<file path="src/sv/assert_macros.svh">
// Assertion helpers shared by the RTL modules.
// Plain text macros only; no dependencies.
`ifndef ASSERT_MACROS_SVH
`define ASSERT_MACROS_SVH

// Same-cycle implication, checked outside reset.
`define AST_SAME(label, clk, rst_n, ante, cons) \
  label: assert property (@(posedge clk) disable iff (!rst_n) (ante) |-> (cons)) \
    else $error("same-cycle check failed");

// Next-cycle implication, checked outside reset.
`define AST_NEXT(label, clk, rst_n, ante, cons) \
  label: assert property (@(posedge clk) disable iff (!rst_n) (ante) |=> (cons)) \
    else $error("next-cycle check failed");

`endif

</file>
<file path="src/sv/hsvbc_pkg.sv">
// Shared widths, codes, reset values and types for the HSV blob centroid block.
// No dependencies.
`default_nettype none
package hsvbc_pkg;

  localparam int HSV_W      = 8;
  localparam int POS_W      = 10;
  localparam int CNT_W      = 21;
  localparam int SUM_W      = 30;
  localparam int AREA_W     = 28;
  localparam int AREA_EXT_W = CNT_W + 8;
  localparam int BOX_W      = 3 * HSV_W;
  localparam int MINA_W     = 20;
  localparam int CFG_IDX_W  = 3;
  localparam int CFG_DATA_W = BOX_W;
  localparam int SIGN_W     = 2;

  localparam int DEF_MAX_WIDTH  = 1024;
  localparam int DEF_MAX_HEIGHT = 1024;

  localparam logic [SIGN_W-1:0] SIGN_GO   = 2'd0;
  localparam logic [SIGN_W-1:0] SIGN_STOP = 2'd1;
  localparam logic [SIGN_W-1:0] SIGN_NONE = 2'd2;

  localparam logic [CFG_IDX_W-1:0] CFG_GO_LO   = 3'd0;
  localparam logic [CFG_IDX_W-1:0] CFG_GO_HI   = 3'd1;
  localparam logic [CFG_IDX_W-1:0] CFG_STOP_LO = 3'd2;
  localparam logic [CFG_IDX_W-1:0] CFG_STOP_HI = 3'd3;
  localparam logic [CFG_IDX_W-1:0] CFG_MIN_AREA = 3'd4;

  localparam logic [BOX_W-1:0]  RST_GO_LO    = 24'h326432;
  localparam logic [BOX_W-1:0]  RST_GO_HI    = 24'h64FFFF;
  localparam logic [BOX_W-1:0]  RST_STOP_LO  = 24'hA56464;
  localparam logic [BOX_W-1:0]  RST_STOP_HI  = 24'hADFFFF;
  localparam logic [MINA_W-1:0] RST_MIN_AREA = 20'd20000;

  typedef struct packed {
    logic [CNT_W-1:0] go_count;
    logic [SUM_W-1:0] go_sum_col;
    logic [SUM_W-1:0] go_sum_row;
    logic [CNT_W-1:0] stop_count;
    logic [SUM_W-1:0] stop_sum_col;
    logic [SUM_W-1:0] stop_sum_row;
  } acc_t;

  typedef struct packed {
    logic busy;
    logic done;
  } div_status_t;

  // Inclusive box test, bounds packed hue 23:16, sat 15:8, val 7:0.
  function automatic logic in_box(input logic [BOX_W-1:0] lo, input logic [BOX_W-1:0] hi,
                                  input logic [HSV_W-1:0] h, input logic [HSV_W-1:0] s,
                                  input logic [HSV_W-1:0] v);
    logic ok;
    ok = (h >= lo[23:16]) && (h <= hi[23:16]) &&
         (s >= lo[15:8])  && (s <= hi[15:8])  &&
         (v >= lo[7:0])   && (v <= hi[7:0]);
    return ok;
  endfunction

endpackage
`default_nettype wire

</file>
<file path="src/sv/hsvbc_if.sv">
// Pixel and result channel interfaces, valid/ready handshake.
// Depends on hsvbc_pkg.
`default_nettype none
interface hsvbc_pix_if;
  logic                      valid;
  logic                      ready;
  logic [hsvbc_pkg::HSV_W-1:0] hue;
  logic [hsvbc_pkg::HSV_W-1:0] saturation;
  logic [hsvbc_pkg::HSV_W-1:0] brightness;
  logic [hsvbc_pkg::POS_W-1:0] col;
  logic [hsvbc_pkg::POS_W-1:0] row;
  logic                      frame_end;

  modport source (output valid, hue, saturation, brightness, col, row, frame_end,
                  input ready);
  modport sink   (input valid, hue, saturation, brightness, col, row, frame_end,
                  output ready);
endinterface

interface hsvbc_res_if;
  logic                         valid;
  logic                         ready;
  logic [hsvbc_pkg::SIGN_W-1:0] sign;
  logic [hsvbc_pkg::POS_W-1:0]  centroid_col;
  logic [hsvbc_pkg::POS_W-1:0]  centroid_row;
  logic [hsvbc_pkg::AREA_W-1:0] area;

  modport source (output valid, sign, centroid_col, centroid_row, area, input ready);
  modport sink   (input valid, sign, centroid_col, centroid_row, area, output ready);
endinterface
`default_nettype wire

</file>
<file path="src/sv/hsvbc_acc.sv">
// Per-class box test and count / position-sum accumulators.
// Depends on hsvbc_pkg.
`default_nettype none
module hsvbc_acc #(
  parameter int MAX_WIDTH  = hsvbc_pkg::DEF_MAX_WIDTH,
  parameter int MAX_HEIGHT = hsvbc_pkg::DEF_MAX_HEIGHT
) (
  input  wire                            clk,
  input  wire                            rst_n,
  input  wire                            pix_beat,
  input  wire                            clear,
  input  wire [hsvbc_pkg::HSV_W-1:0]     hue,
  input  wire [hsvbc_pkg::HSV_W-1:0]     saturation,
  input  wire [hsvbc_pkg::HSV_W-1:0]     brightness,
  input  wire [hsvbc_pkg::POS_W-1:0]     col,
  input  wire [hsvbc_pkg::POS_W-1:0]     row,
  input  wire [hsvbc_pkg::BOX_W-1:0]     go_lo,
  input  wire [hsvbc_pkg::BOX_W-1:0]     go_hi,
  input  wire [hsvbc_pkg::BOX_W-1:0]     stop_lo,
  input  wire [hsvbc_pkg::BOX_W-1:0]     stop_hi,
  output hsvbc_pkg::acc_t                acc
);
  import hsvbc_pkg::*;

  acc_t acc_r, acc_nxt;
  logic in_frame, go_hit, stop_hit;

  assign in_frame = ({22'd0, col} < 32'(MAX_WIDTH)) && ({22'd0, row} < 32'(MAX_HEIGHT));
  assign go_hit   = pix_beat && in_frame && in_box(go_lo, go_hi, hue, saturation, brightness);
  assign stop_hit = pix_beat && in_frame &&
                    in_box(stop_lo, stop_hi, hue, saturation, brightness);

  always_comb begin
    acc_nxt = acc_r;
    if (clear) begin
      acc_nxt = '0;
    end else begin
      if (go_hit) begin
        acc_nxt.go_count   = acc_r.go_count + CNT_W'(1);
        acc_nxt.go_sum_col = acc_r.go_sum_col + SUM_W'(col);
        acc_nxt.go_sum_row = acc_r.go_sum_row + SUM_W'(row);
      end
      if (stop_hit) begin
        acc_nxt.stop_count   = acc_r.stop_count + CNT_W'(1);
        acc_nxt.stop_sum_col = acc_r.stop_sum_col + SUM_W'(col);
        acc_nxt.stop_sum_row = acc_r.stop_sum_row + SUM_W'(row);
      end
    end
  end

  always_ff @(posedge clk) begin
    if (!rst_n) begin
      acc_r <= '0;
    end else begin
      acc_r <= acc_nxt;
    end
  end

  assign acc = acc_r;

endmodule
`default_nettype wire

</file>
<file path="src/sv/hsvbc_div.sv">
// Shared restoring divider, one quotient bit per cycle, quotient clamped to 1023.
// Depends on hsvbc_pkg and assert_macros.svh.
`default_nettype none
module hsvbc_div (
  input  wire                          clk,
  input  wire                          rst_n,
  input  wire                          start,
  input  wire [hsvbc_pkg::SUM_W-1:0]   dividend,
  input  wire [hsvbc_pkg::CNT_W-1:0]   divisor,
  output hsvbc_pkg::div_status_t       status,
  output logic [hsvbc_pkg::POS_W-1:0]  quotient
);
  import hsvbc_pkg::*;
  `include "assert_macros.svh"

  localparam int STEP_W = $clog2(SUM_W);

  logic              busy_r, busy_nxt;
  logic              done_r, done_nxt;
  logic [STEP_W-1:0] step_r, step_nxt;
  logic [SUM_W-1:0]  quo_r, quo_nxt;
  logic [CNT_W-1:0]  rem_r, rem_nxt;
  logic [CNT_W-1:0]  dvs_r, dvs_nxt;
  logic [CNT_W:0]    shifted;
  logic [CNT_W-1:0]  diff;
  logic              fits;

  // remainder stays below the divisor, so one extra bit covers the shift
  assign shifted = {rem_r, quo_r[SUM_W-1]};
  assign diff    = shifted[CNT_W-1:0] - dvs_r;
  assign fits    = shifted >= {1'b0, dvs_r};

  always_comb begin
    busy_nxt = busy_r;
    done_nxt = 1'b0;
    step_nxt = step_r;
    quo_nxt  = quo_r;
    rem_nxt  = rem_r;
    dvs_nxt  = dvs_r;
    if (start) begin
      busy_nxt = 1'b1;
      step_nxt = '0;
      quo_nxt  = dividend;
      rem_nxt  = '0;
      dvs_nxt  = divisor;
    end else if (busy_r) begin
      quo_nxt  = {quo_r[SUM_W-2:0], fits};
      rem_nxt  = fits ? diff : shifted[CNT_W-1:0];
      step_nxt = step_r + STEP_W'(1);
      if (step_r == STEP_W'(SUM_W - 1)) begin
        busy_nxt = 1'b0;
        done_nxt = 1'b1;
      end
    end
  end

  always_ff @(posedge clk) begin
    if (!rst_n) begin
      busy_r <= 1'b0;
      done_r <= 1'b0;
      step_r <= '0;
    end else begin
      busy_r <= busy_nxt;
      done_r <= done_nxt;
      step_r <= step_nxt;
    end
  end

  always_ff @(posedge clk) begin
    quo_r <= quo_nxt;
    rem_r <= rem_nxt;
    dvs_r <= dvs_nxt;
  end

  assign status.busy = busy_r;
  assign status.done = done_r;
  assign quotient    = (|quo_r[SUM_W-1:POS_W]) ? {POS_W{1'b1}} : quo_r[POS_W-1:0];

  `AST_SAME(a_no_restart, clk, rst_n, start, !busy_r)
  `AST_SAME(a_done_idle, clk, rst_n, done_r, !busy_r)
  `AST_NEXT(a_busy_ends_in_done, clk, rst_n, busy_r && !start, busy_r || done_r)

endmodule
`default_nettype wire

</file>
<file path="src/sv/hsv_two_class_blob_centroid.sv">
// Top level: configuration registers, class choice sequencer and result register.
// Depends on hsvbc_pkg, hsvbc_if, hsvbc_acc, hsvbc_div and assert_macros.svh.
//
//   port     dir   role
//   in_pix   sink  pixel beats: hue, saturation, brightness, col, row, frame_end
//   out_res  src   one beat per frame: sign, centroid_col, centroid_row, area
//   cfg_*    in    register write: cfg_we, cfg_idx, cfg_wdata
//
// Ordinary pixels are accepted while idle. A frame_end pixel starts the
// sequencer: pick the class, then column and row centroids in the shared
// serial divider, then load the result register (straight after the pick when
// no class qualifies). in_pix.ready is low for that time and while the result
// register still holds an untaken beat at the end. Reset is synchronous.
`default_nettype none
module hsv_two_class_blob_centroid #(
  parameter int MAX_WIDTH  = hsvbc_pkg::DEF_MAX_WIDTH,
  parameter int MAX_HEIGHT = hsvbc_pkg::DEF_MAX_HEIGHT
) (
  input  wire                                 clk,
  input  wire                                 rst_n,
  hsvbc_pix_if.sink                           in_pix,
  hsvbc_res_if.source                         out_res,
  input  wire                                 cfg_we,
  input  wire [hsvbc_pkg::CFG_IDX_W-1:0]      cfg_idx,
  input  wire [hsvbc_pkg::CFG_DATA_W-1:0]     cfg_wdata
);
  import hsvbc_pkg::*;
  `include "assert_macros.svh"

  localparam logic [2:0] ST_IDLE    = 3'd0;
  localparam logic [2:0] ST_DECIDE  = 3'd1;
  localparam logic [2:0] ST_DIV_COL = 3'd2;
  localparam logic [2:0] ST_DIV_ROW = 3'd3;
  localparam logic [2:0] ST_DONE    = 3'd4;

  logic [2:0] state_r, state_nxt;

  logic [BOX_W-1:0]  go_lo_r, go_hi_r, stop_lo_r, stop_hi_r;
  logic [MINA_W-1:0] min_area_r;

  acc_t        acc;
  div_status_t div_st;
  logic [POS_W-1:0] div_q;
  logic        pix_beat, acc_clear, div_start;
  logic [SUM_W-1:0] div_dividend;
  logic [CNT_W-1:0] div_divisor;

  logic [AREA_EXT_W-1:0] go_area, stop_area, min_ext, pick_area;
  logic go_q, stop_q, pick_stop, pick_none;
  logic [CNT_W-1:0] pick_count;

  logic [SIGN_W-1:0] sel_sign_r, sel_sign_nxt;
  logic [AREA_W-1:0] sel_area_r, sel_area_nxt;
  logic [CNT_W-1:0]  sel_count_r, sel_count_nxt;
  logic [SUM_W-1:0]  sel_sum_row_r, sel_sum_row_nxt;
  logic [POS_W-1:0]  cent_col_r, cent_col_nxt;
  logic [POS_W-1:0]  cent_row_r, cent_row_nxt;

  logic              out_valid_r, out_valid_nxt;
  logic [SIGN_W-1:0] out_sign_r, out_sign_nxt;
  logic [POS_W-1:0]  out_col_r, out_col_nxt;
  logic [POS_W-1:0]  out_row_r, out_row_nxt;
  logic [AREA_W-1:0] out_area_r, out_area_nxt;

  // configuration
  always_ff @(posedge clk) begin
    if (!rst_n) begin
      go_lo_r    <= RST_GO_LO;
      go_hi_r    <= RST_GO_HI;
      stop_lo_r  <= RST_STOP_LO;
      stop_hi_r  <= RST_STOP_HI;
      min_area_r <= RST_MIN_AREA;
    end else if (cfg_we) begin
      case (cfg_idx)
        CFG_GO_LO:    go_lo_r    <= cfg_wdata;
        CFG_GO_HI:    go_hi_r    <= cfg_wdata;
        CFG_STOP_LO:  stop_lo_r  <= cfg_wdata;
        CFG_STOP_HI:  stop_hi_r  <= cfg_wdata;
        CFG_MIN_AREA: min_area_r <= cfg_wdata[MINA_W-1:0];
        default: ;
      endcase
    end
  end

  assign in_pix.ready = (state_r == ST_IDLE);
  assign pix_beat     = in_pix.valid && in_pix.ready;

  hsvbc_acc #(
    .MAX_WIDTH (MAX_WIDTH),
    .MAX_HEIGHT(MAX_HEIGHT)
  ) u_acc (
    .clk       (clk),
    .rst_n     (rst_n),
    .pix_beat  (pix_beat),
    .clear     (acc_clear),
    .hue       (in_pix.hue),
    .saturation(in_pix.saturation),
    .brightness(in_pix.brightness),
    .col       (in_pix.col),
    .row       (in_pix.row),
    .go_lo     (go_lo_r),
    .go_hi     (go_hi_r),
    .stop_lo   (stop_lo_r),
    .stop_hi   (stop_hi_r),
    .acc       (acc)
  );

  hsvbc_div u_div (
    .clk     (clk),
    .rst_n   (rst_n),
    .start   (div_start),
    .dividend(div_dividend),
    .divisor (div_divisor),
    .status  (div_st),
    .quotient(div_q)
  );

  // area = 255 * count
  assign go_area   = {acc.go_count, 8'd0} - AREA_EXT_W'(acc.go_count);
  assign stop_area = {acc.stop_count, 8'd0} - AREA_EXT_W'(acc.stop_count);
  assign min_ext   = AREA_EXT_W'(min_area_r);
  assign go_q      = (go_area > min_ext) && (go_area > AREA_EXT_W'(1));
  assign stop_q    = (stop_area > min_ext) && (stop_area > AREA_EXT_W'(1));
  // stop displaces go only with a strictly larger area
  assign pick_stop = stop_q && (!go_q || (stop_area > go_area));
  assign pick_none = !go_q && !stop_q;
  assign pick_count = pick_stop ? acc.stop_count : acc.go_count;
  assign pick_area  = pick_stop ? stop_area : go_area;

  always_comb begin
    state_nxt       = state_r;
    acc_clear       = 1'b0;
    div_start       = 1'b0;
    div_dividend    = sel_sum_row_r;
    div_divisor     = sel_count_r;
    sel_sign_nxt    = sel_sign_r;
    sel_area_nxt    = sel_area_r;
    sel_count_nxt   = sel_count_r;
    sel_sum_row_nxt = sel_sum_row_r;
    cent_col_nxt    = cent_col_r;
    cent_row_nxt    = cent_row_r;
    out_valid_nxt   = out_valid_r && !out_res.ready;
    out_sign_nxt    = out_sign_r;
    out_col_nxt     = out_col_r;
    out_row_nxt     = out_row_r;
    out_area_nxt    = out_area_r;
    case (state_r)
      ST_IDLE: begin
        if (pix_beat && in_pix.frame_end) begin
          state_nxt = ST_DECIDE;
        end
      end
      ST_DECIDE: begin
        acc_clear       = 1'b1;
        sel_count_nxt   = pick_count;
        sel_sum_row_nxt = pick_stop ? acc.stop_sum_row : acc.go_sum_row;
        if (pick_none) begin
          sel_sign_nxt = SIGN_NONE;
          sel_area_nxt = '0;
          cent_col_nxt = '0;
          cent_row_nxt = '0;
          state_nxt    = ST_DONE;
        end else begin
          sel_sign_nxt = pick_stop ? SIGN_STOP : SIGN_GO;
          sel_area_nxt = pick_area[AREA_EXT_W-1] ? {AREA_W{1'b1}} : pick_area[AREA_W-1:0];
          div_start    = 1'b1;
          div_dividend = pick_stop ? acc.stop_sum_col : acc.go_sum_col;
          div_divisor  = pick_count;
          state_nxt    = ST_DIV_COL;
        end
      end
      ST_DIV_COL: begin
        if (div_st.done) begin
          cent_col_nxt = div_q;
          div_start    = 1'b1;
          state_nxt    = ST_DIV_ROW;
        end
      end
      ST_DIV_ROW: begin
        if (div_st.done) begin
          cent_row_nxt = div_q;
          state_nxt    = ST_DONE;
        end
      end
      ST_DONE: begin
        if (!out_valid_r || out_res.ready) begin
          out_valid_nxt = 1'b1;
          out_sign_nxt  = sel_sign_r;
          out_col_nxt   = cent_col_r;
          out_row_nxt   = cent_row_r;
          out_area_nxt  = sel_area_r;
          state_nxt     = ST_IDLE;
        end
      end
      default: begin
        state_nxt = ST_IDLE;
      end
    endcase
  end

  always_ff @(posedge clk) begin
    if (!rst_n) begin
      state_r     <= ST_IDLE;
      out_valid_r <= 1'b0;
    end else begin
      state_r     <= state_nxt;
      out_valid_r <= out_valid_nxt;
    end
  end

  always_ff @(posedge clk) begin
    sel_sign_r    <= sel_sign_nxt;
    sel_area_r    <= sel_area_nxt;
    sel_count_r   <= sel_count_nxt;
    sel_sum_row_r <= sel_sum_row_nxt;
    cent_col_r    <= cent_col_nxt;
    cent_row_r    <= cent_row_nxt;
    out_sign_r    <= out_sign_nxt;
    out_col_r     <= out_col_nxt;
    out_row_r     <= out_row_nxt;
    out_area_r    <= out_area_nxt;
  end

  assign out_res.valid        = out_valid_r;
  assign out_res.sign         = out_sign_r;
  assign out_res.centroid_col = out_col_r;
  assign out_res.centroid_row = out_row_r;
  assign out_res.area         = out_area_r;

  `AST_NEXT(a_frame_end_decides, clk, rst_n, pix_beat && in_pix.frame_end, state_r == ST_DECIDE)
  `AST_NEXT(a_acc_cleared, clk, rst_n, state_r == ST_DECIDE,
            acc.go_count == '0 && acc.stop_count == '0)
  `AST_SAME(a_div_idle_when_ready, clk, rst_n, state_r == ST_IDLE, !div_st.busy)
  `AST_SAME(a_none_zero_area, clk, rst_n, state_r == ST_DONE && sel_sign_r == SIGN_NONE,
            sel_area_r == '0)

endmodule
`default_nettype wire

</file>
<file path="src/flat_wrapper.sv">
// flat-port wrapper written by rule: the top's interface ports become plain ports
module hsv_two_class_blob_centroid_flat import hsvbc_pkg::*;
#(
  parameter int MAX_WIDTH  = hsvbc_pkg::DEF_MAX_WIDTH,
  parameter int MAX_HEIGHT = hsvbc_pkg::DEF_MAX_HEIGHT
)
  (clk, rst_n, cfg_we, cfg_idx, cfg_wdata, in_pix_valid, in_pix_hue, in_pix_saturation, in_pix_brightness, in_pix_col, in_pix_row, in_pix_frame_end, in_pix_ready, out_res_valid, out_res_sign, out_res_centroid_col, out_res_centroid_row, out_res_area, out_res_ready);
  hsvbc_pix_if in_pix_i ();
  hsvbc_res_if out_res_i ();
  input  wire clk;
  input  wire rst_n;
  input  wire cfg_we;
  input  wire [hsvbc_pkg::CFG_IDX_W-1:0] cfg_idx;
  input  wire [hsvbc_pkg::CFG_DATA_W-1:0] cfg_wdata;
  input wire logic [$bits(in_pix_i.valid)-1:0] in_pix_valid;
  input wire logic [$bits(in_pix_i.hue)-1:0] in_pix_hue;
  input wire logic [$bits(in_pix_i.saturation)-1:0] in_pix_saturation;
  input wire logic [$bits(in_pix_i.brightness)-1:0] in_pix_brightness;
  input wire logic [$bits(in_pix_i.col)-1:0] in_pix_col;
  input wire logic [$bits(in_pix_i.row)-1:0] in_pix_row;
  input wire logic [$bits(in_pix_i.frame_end)-1:0] in_pix_frame_end;
  output wire logic [$bits(in_pix_i.ready)-1:0] in_pix_ready;
  output wire logic [$bits(out_res_i.valid)-1:0] out_res_valid;
  output wire logic [$bits(out_res_i.sign)-1:0] out_res_sign;
  output wire logic [$bits(out_res_i.centroid_col)-1:0] out_res_centroid_col;
  output wire logic [$bits(out_res_i.centroid_row)-1:0] out_res_centroid_row;
  output wire logic [$bits(out_res_i.area)-1:0] out_res_area;
  input wire logic [$bits(out_res_i.ready)-1:0] out_res_ready;
  assign in_pix_i.valid = in_pix_valid;
  assign in_pix_i.hue = in_pix_hue;
  assign in_pix_i.saturation = in_pix_saturation;
  assign in_pix_i.brightness = in_pix_brightness;
  assign in_pix_i.col = in_pix_col;
  assign in_pix_i.row = in_pix_row;
  assign in_pix_i.frame_end = in_pix_frame_end;
  assign in_pix_ready = in_pix_i.ready;
  assign out_res_valid = out_res_i.valid;
  assign out_res_sign = out_res_i.sign;
  assign out_res_centroid_col = out_res_i.centroid_col;
  assign out_res_centroid_row = out_res_i.centroid_row;
  assign out_res_area = out_res_i.area;
  assign out_res_i.ready = out_res_ready;
  hsv_two_class_blob_centroid #(.MAX_WIDTH(MAX_WIDTH), .MAX_HEIGHT(MAX_HEIGHT)) u_core (.clk(clk), .rst_n(rst_n), .in_pix(in_pix_i), .out_res(out_res_i), .cfg_we(cfg_we), .cfg_idx(cfg_idx), .cfg_wdata(cfg_wdata));
endmodule
</file>
<file path="config.mk">
export PLATFORM = sky130hd
export DESIGN_NAME = hsv_two_class_blob_centroid_flat
export DESIGN_NICKNAME = d
export VERILOG_FILES = /design/src/sv/hsvbc_pkg.sv /design/src/sv/hsvbc_if.sv /design/src/sv/hsvbc_acc.sv /design/src/sv/hsvbc_div.sv /design/src/sv/hsv_two_class_blob_centroid.sv /design/src/flat_wrapper.sv
export VERILOG_INCLUDE_DIRS = /design/src /design/src/sv
export SDC_FILE = /design/constraint.sdc
export NUM_CORES = 1
export LEC_CHECK = 0
export BUFFER_PORTS_ARGS = -buffer_cell sky130_fd_sc_hd__buf_2
export CAP_MARGIN = 30
export CORE_MARGIN = 2
export CORE_UTILIZATION = 30
export DETAILED_ROUTE_END_ITERATION = 12
export SLEW_MARGIN = 10
export SYNTH_ARGS = -nofsm -noshare
export SYNTH_HDL_FRONTEND = slang
export SYNTH_SLANG_ARGS = --single-unit
</file>
<file path="constraint.sdc">
create_clock -name clk -period 12.35 [get_ports clk]
set_input_delay 2.47 -clock clk [delete_from_list [all_inputs] [get_ports clk]]
set_output_delay 2.47 -clock clk [all_outputs]
set_load 0.03 [all_outputs]
</file>
* After elaboration in Yosys (flattened, before gate mapping)
Index checks and enable logic that the tools add are counted.
** Storage, ports and cells
- Register bits after elaboration :: 512
- Logic and storage cells :: 150
** Operators by class
- $add $sub $neg :: 10
- Bitwise logic cells :: 2
- Order comparisons :: 18
- Muxes and demuxes :: 34
- Equal/unequal tests :: 14
- Reductions and logical operators :: 43
** Operators with widths (count)
- $mux 30 :: 6
- $add 30x10->30 :: 4
- $mux 21 :: 4
- $gt 29x1->1 const B :: 2
- $gt 29x20->1 :: 2
- $sub 29x21->29 :: 2
- $ge 8x8->1 :: 6
- $le 8x8->1 :: 6
- $add 21x1->21 const B :: 2
- $pmux 10 s2 :: 2
- $mux 10 :: 3
- $gt 29x29->1 :: 1
- $mux 29 :: 1
- $mux 28 :: 1
- $ge 22x21->1 :: 1
- $sub 21x21->21 :: 1
- $reduce_or 20->1 :: 1
- $logic_and 1x1->1 :: 19
- $mux 3 :: 5
- $pmux 3 s5 :: 1
- $eq 3x2->1 const B :: 4
- $reduce_and 2->1 :: 6
- $mux 1 :: 10
- $eq 3x1->1 const B :: 2
- 15 further kinds :: 29

* Logic depth before layout (Yosys ltp)
- Depth after elaboration :: 10
- Mapped depth :: 24

* Cells and area by module
From an unflattened synthesis, not the netlist that was laid out.
** Unflattened totals
- Cells, all modules :: 3380
- Area total of the unflattened synthesis :: 30754.5 µm²
** By module, submodules not included
- hsv_two_class_blob_centroid :: area an instance 15610.0 µm², times used 1, cells each 1614
- hsvbc_acc :: area an instance 10786.6 µm², times used 1, cells each 1362
- hsvbc_div :: area an instance 4357.9 µm², times used 1, cells each 404

* Worst setup path after synthesis
Ideal clock, no wire load.
- Path type :: in2reg
- Start :: input port in_pix_saturation[0]
- End :: register u_core.u_acc.acc_r (netlist bit u_core.u_acc.acc[111])
- Slack :: 6778 ps
- Library setup time :: 70 ps
- Path buffers :: 4
- Stages :: 17
- Arrival :: 5502 ps
- Cell sequence :: inv_1 -> ha_1 -> nand2b_1 -> a21o_1 -> a21o_1 -> a21o_1 -> a21o_1 -> a21o_1 -> a21o_1 -> a21oi_1 -> or2_2 -> clkbuf_1 -> clkbuf_1 -> clkbuf_1 -> buf_1 -> nand2_1 -> a21oi_1
** On the way
- Word-level cells in the longest chain between the ends :: 6
- Elaborated cells on any way between the ends :: 7
- Those cells by class :: order compare: 2; reduce/logical: 5
** RTL lines
- from (decl) :: RTL line flat_wrapper.sv:17 : input wire logic [$bits(in_pix_i.saturation)-1:0] in_pix_saturation;
- $ge 8x8->1 :: RTL line hsvbc_pkg.sv:57 : (s >= lo[15:8]) && (s <= hi[15:8]) &&
- $logic_and 1x1->1 :: RTL line hsvbc_pkg.sv:56 : ok = (h >= lo[23:16]) && (h <= hi[23:16]) &&
- $logic_and 1x1->1 * (2 in series) :: RTL line hsvbc_pkg.sv:57
- $logic_and 1x1->1 * :: RTL line hsvbc_pkg.sv:58 : (v >= lo[7:0]) && (v <= hi[7:0]);
- $logic_and 1x1->1 * :: RTL line hsvbc_acc.sv:29 : assign go_hit = pix_beat && in_frame && in_box(go_lo, go_hi, hue, saturation, brightness);
- to (signal assigned) :: RTL line hsvbc_acc.sv:55 : acc_r <= acc_nxt;
- to (decl) :: RTL line hsvbc_acc.sv:25 : acc_t acc_r, acc_nxt;
Every way passes the cells marked *; elsewhere a longest branch is shown, timed or not.
A chain may end at the register's enable or synchronous reset.

* Worst setup path in the final report
- Start :: register u_core.u_acc.acc_r (netlist bit u_core.u_acc.acc[63])
- End :: register u_core.u_div.quo_r[0] (data pin)
** On the way
- Word-level cells in the longest chain between the ends :: 8
- Elaborated cells on any way between the ends :: 15
- Those cells by class :: add/sub: 1; order compare: 3; mux: 6; reduce/logical: 5
** RTL lines
- $sub 29x21->29 * :: RTL line hsv_two_class_blob_centroid.sv:120 : assign stop_area = {acc.stop_count, 8'd0} - AREA_EXT_W'(acc.stop_count);
- $gt 29x20->1 (tied with other cells) :: RTL line hsv_two_class_blob_centroid.sv:123 : assign stop_q = (stop_area > min_ext) && (stop_area > AREA_EXT_W'(1));
- $logic_and 1x1->1 or $logic_or 1x1->1 (tied branches) :: RTL line hsv_two_class_blob_centroid.sv:123, hsv_two_class_blob_centroid.sv:125
- $logic_not 1->1 or $logic_and 1x1->1 (tied branches) :: RTL line hsv_two_class_blob_centroid.sv:126, hsv_two_class_blob_centroid.sv:125
- $logic_and 1x1->1 or $mux 30 (tied branches) :: RTL line hsv_two_class_blob_centroid.sv:126, hsv_two_class_blob_centroid.sv:167
- $mux 1 or $mux 30 (tied branches) :: RTL line hsv_two_class_blob_centroid.sv:157 : if (pick_none) begin
- $pmux 1 s2 or $mux 30 (tied branches) :: RTL line hsv_two_class_blob_centroid.sv:147 : case (state_r)
- $mux 30 * :: RTL line hsvbc_div.sv:40 : if (start) begin
- named net u_core.u_div.quo_nxt[0] :: RTL line hsvbc_div.sv:21 : logic [SUM_W-1:0] quo_r, quo_nxt;
- to (signal assigned) :: RTL line hsvbc_div.sv:70 : quo_r <= quo_nxt;
- to (decl) :: RTL line hsvbc_div.sv:21
The timed path passes the listed nets; every way through them passes the cells marked *.

==> summary.txt <==
Outcome
  – Status: completed

STA
  – Clock Skews: 23.7 ps
  – Tmin final: 6800 ps
  – Setup TNS: 0 ps
  – Worst rel slew slack: 34.8%
  – Slew @ Worst Pin: 979 ps
  – Endpoints failing hold: 0
  – Final Cycle Share: 55.0%
  – Final worst-path setup slack: 5550 ps
  – RSZ-0062 raised after global routing: false
  – F_max: 147 MHz
  – Setup violators final: 0
  – Final slew viol count: 0

Critical path
  – Setup crit end kind: flip-flop
  – CP max stage delay: 770 ps
  – Worst-path fanout max: 51
  – CP arrival: 7140 ps
  – CP Cell Sequence: ha_1 -> a41o_1 -> a221oi_1 -> nor2_1 -> o211a_1 -> nor2_1 -> nand3_1 -> xnor2_1 -> inv_1 -> ha_1 -> and4_1 -> nand4_1 -> a31oi_1 -> nand3b_1 -> a31o_2 -> o21ai_2 -> or2_2 -> buf_4 -> o221ai_1
  – CP required: 12700 ps
  – Worst path slowest cell: o21ai_2
  – Critical path type: reg2reg
  – Critical path buffer and inverter count: 2
  – Top delay family on crit path: compound AO/OA/AOI/OAI gates
  – Setup crit start kind: flip-flop

Clock tree
  – Cts hold-fix bufs: 0
  – Post-CTS Resized: 0
  – CTS root buffer: clkbuf_16
  – CTS buffer count: 59
  – Worst-Skew Late Latency: 640 ps
  – CTS tree: yes
  – Num Clock Sinks: 512
  – H-tree depth: 2
  – Post-CTS setup buffer count: 0
  – Clock-pin slew on the worst setup and hold paths: 60 ps
  – Clock buffer depth: 3

Global routing
  – Initial antenna violation count: 5
  – Largest net degree at the start of global routing: 77
  – Vias in the first global route: 23600
  – GRT overflow: 0
  – First-pass GRT wire length: 136000 um
  – Total track usage: 16.4%

Min path
  – Worst hold path class: reg2reg

Logic synthesis
  – Synthesized instance count: 3427
  – Mapped Area: 30400 sq um
  – Top_reg_cell synth: dfxtp_1
  – Mapped Avg Cell Area: 8.87 sq um
  – Post-synth EDFFs: 202
  – Synthesis Warnings: 0
  – Synth cell types: 90
  – Post-synthesis sequential area ratio: 40.4%
  – #FFs+latches synth: 512
  – Synth async-reset ratio: 0%
  – Post-Syn Nets: 3766

Final layout
  – Layout net count: 3816
  – Layout cells sized above 1: 9.47%
  – Area Overhead vs Synth: 13.3%
  – Layout fillers: 10300
  – Commonest non-fill, non-tap cell in the layout: nand2_1
  – Non-Filler Instances: 4889
  – Most frequent cells in the layout: nand2_1 (477), dfxtp_1 (310), inv_1 (267)

Routing
  – Wire per inst: 17.7 um
  – Post-DR vias/cell: 5.10
  – Post-route DRC: 0
  – DR vias: 24900
  – Pre-antenna DRT Iters: 7
  – Antenna Violating Nets Remaining: 0
  – Post-Route WL: 86600 um
  – DRT iter0 DRCs: 1834

Floorplan
  – Die Wd: 322 um
  – Chip height: 322 um
  – Die area: 104000 sq um
  – Io pins: 129
  – Core ar.: 100000 sq um
  – Core Rows: 116
  – Initial Util: 30.3%

Run
  – # Max-Cap Violations: 0

Pwr
  – Pleak: 13.8 nW
  – Worst VDD drop: 0.123 mV
  – Power density cells: 143 nW/um^2

Placement
  – Placer congestion estimate: 0.888
  – Port Buffers: 128
  – Pre-CTS setup slack: 5780 ps
  – DP Cell Count: 4769
  – DP Wirelength: 62200 um
worst reg2reg max path: cells and delay by family (launching register included):
family | cells | cell delay [ps]
AOI/OAI and AO/OA | 7 | 2420
xor gates and xnor gates | 1 | 330
adders and majority gates | 2 | 870
buffers and inverters | 2 | 970
DFF | 1 | 750
and+or+nand+nor | 7 | 1170
sequential cells by signal, indices dropped and copies added, names as in the netlist, 20 cells and up:
name                  cells
u_core.go_hi_r           24
u_core.go_lo_r           24
u_core.min_area_r        20
u_core.out_res.area      28
u_core.sel_area_r        28
u_core.sel_count_r       21
u_core.sel_sum_row_r     30
u_core.stop_hi_r         24
u_core.stop_lo_r         24
u_core.u_acc.acc        162
u_core.u_div.dvs_r       21
u_core.u_div.quo_r       30
u_core.u_div.rem_r       21
cell type report:
cell class | count | area, sq um | share of cell area, %
inverter | 270 | 1020 | 2.95
antenna | 4 | 10.0 | 0.0290
sequential | 512 | 12300 | 35.6
clock buffer | 87 | 1780 | 5.15
timing repair buffer | 171 | 996 | 2.89
clock inverter | 25 | 323 | 0.937
multi-input combinational | 2463 | 16400 | 47.5
tap | 1357 | 1700 | 4.93
synth_stat cells, drive strengths merged (7+ instances only):
cell type,n,area share [%]
o31ai,52,1.3
nand2b,44,0.91
and3,42,0.86
o211ai,74,1.8
inv,268,3.3
or4,59,1.5
nor4b,10,0.29
and2,18,0.37
a211oi,37,0.93
nor3b,8,0.23
xor2,21,0.60
nor4,38,0.85
a21oi,266,4.4
nand4,47,0.97
a21o,87,2.1
or3,19,0.39
mux2i,39,1.3
or2,9,0.19
dfxtp,310,20
nand3,133,2.2
nor2,175,2.2
edfxtp,202,20
nand2,479,5.9
clkbuf,134,1.7
mux2,28,1.1
and4,9,0.26
ha,257,11
a31oi,22,0.50
nand3b,19,0.47
buf,48,1.0
xnor2,82,2.4
o21a,25,0.62
o21bai,7,0.17
nor3,38,0.64
a31o,8,0.23
o21ai,159,2.6
nor2b,27,0.56
o221a,50,1.9
cells by family after synthesis:
group	share of synthesized area, %
compound gates	18.4
xor+xnor	2.97
buf+inv	5.99
fa+ha+maj	10.9
flops	40.4
simple gates	18.9
mux	2.41
path summary, 6_finish.rpt:
| path | startpoint | endpoint | slack, ps | cells after the start |
|---|---|---|---|---|
| worst max-delay path | u_core.u_acc.acc[63]$_SDFFE_PP0P_ | u_core.u_div.quo_r[0]$_DFFE_PP_ | 5550 | 19 |
| worst min-delay path | u_core.sel_area_r[8]$_SDFFCE_PP0P_ | u_core.out_res.area[8]$_DFFE_PP_ | 400 | 0 |
| worst max register to register | u_core.u_acc.acc[63]$_SDFFE_PP0P_ | u_core.u_div.quo_r[0]$_DFFE_PP_ | 5550 | 19 |
| worst min register to register | u_core.sel_area_r[8]$_SDFFCE_PP0P_ | u_core.out_res.area[8]$_DFFE_PP_ | 400 | 0 |
metal layers:
| metal | vias up | track usage, % | wire (um) |
|---|---|---|---|
| met4 | 2 | 4.55 | 2020 |
| li1 | 12500 | - | - |
| met1 | 11800 | 22.0 | 39300 |
| met2 | 548 | 27.8 | 41100 |
| met3 | 119 | 2.03 | 4120 |
| met5 | - | 0 | 13 |
per-stage QoR:
step | instance area [sq um] | hold WS [ps] | util [%] | total power [mW]
4_1_cts | 34400 | 405 | 34.3 | 4.99
2_1_floorplan | 30400 | 400 | - | 2.82
6_report | 34500 | 402 | 34.4 | 4.94
3_5_place_dp | 32300 | 405 | 32.2 | 3.09
5_1_grt | 34500 | 409 | 34.4 | 5.19
3_3_place_gp | 32200 | 404 | 32.1 | 3.08
power by group:
group,internal (mW),total (mW),switching [mW]
logic,0.418,1.08,0.667
registers,1.91,1.98,0.0652
clock network,1.12,1.88,0.751
(Power assumes the default switching activity.)
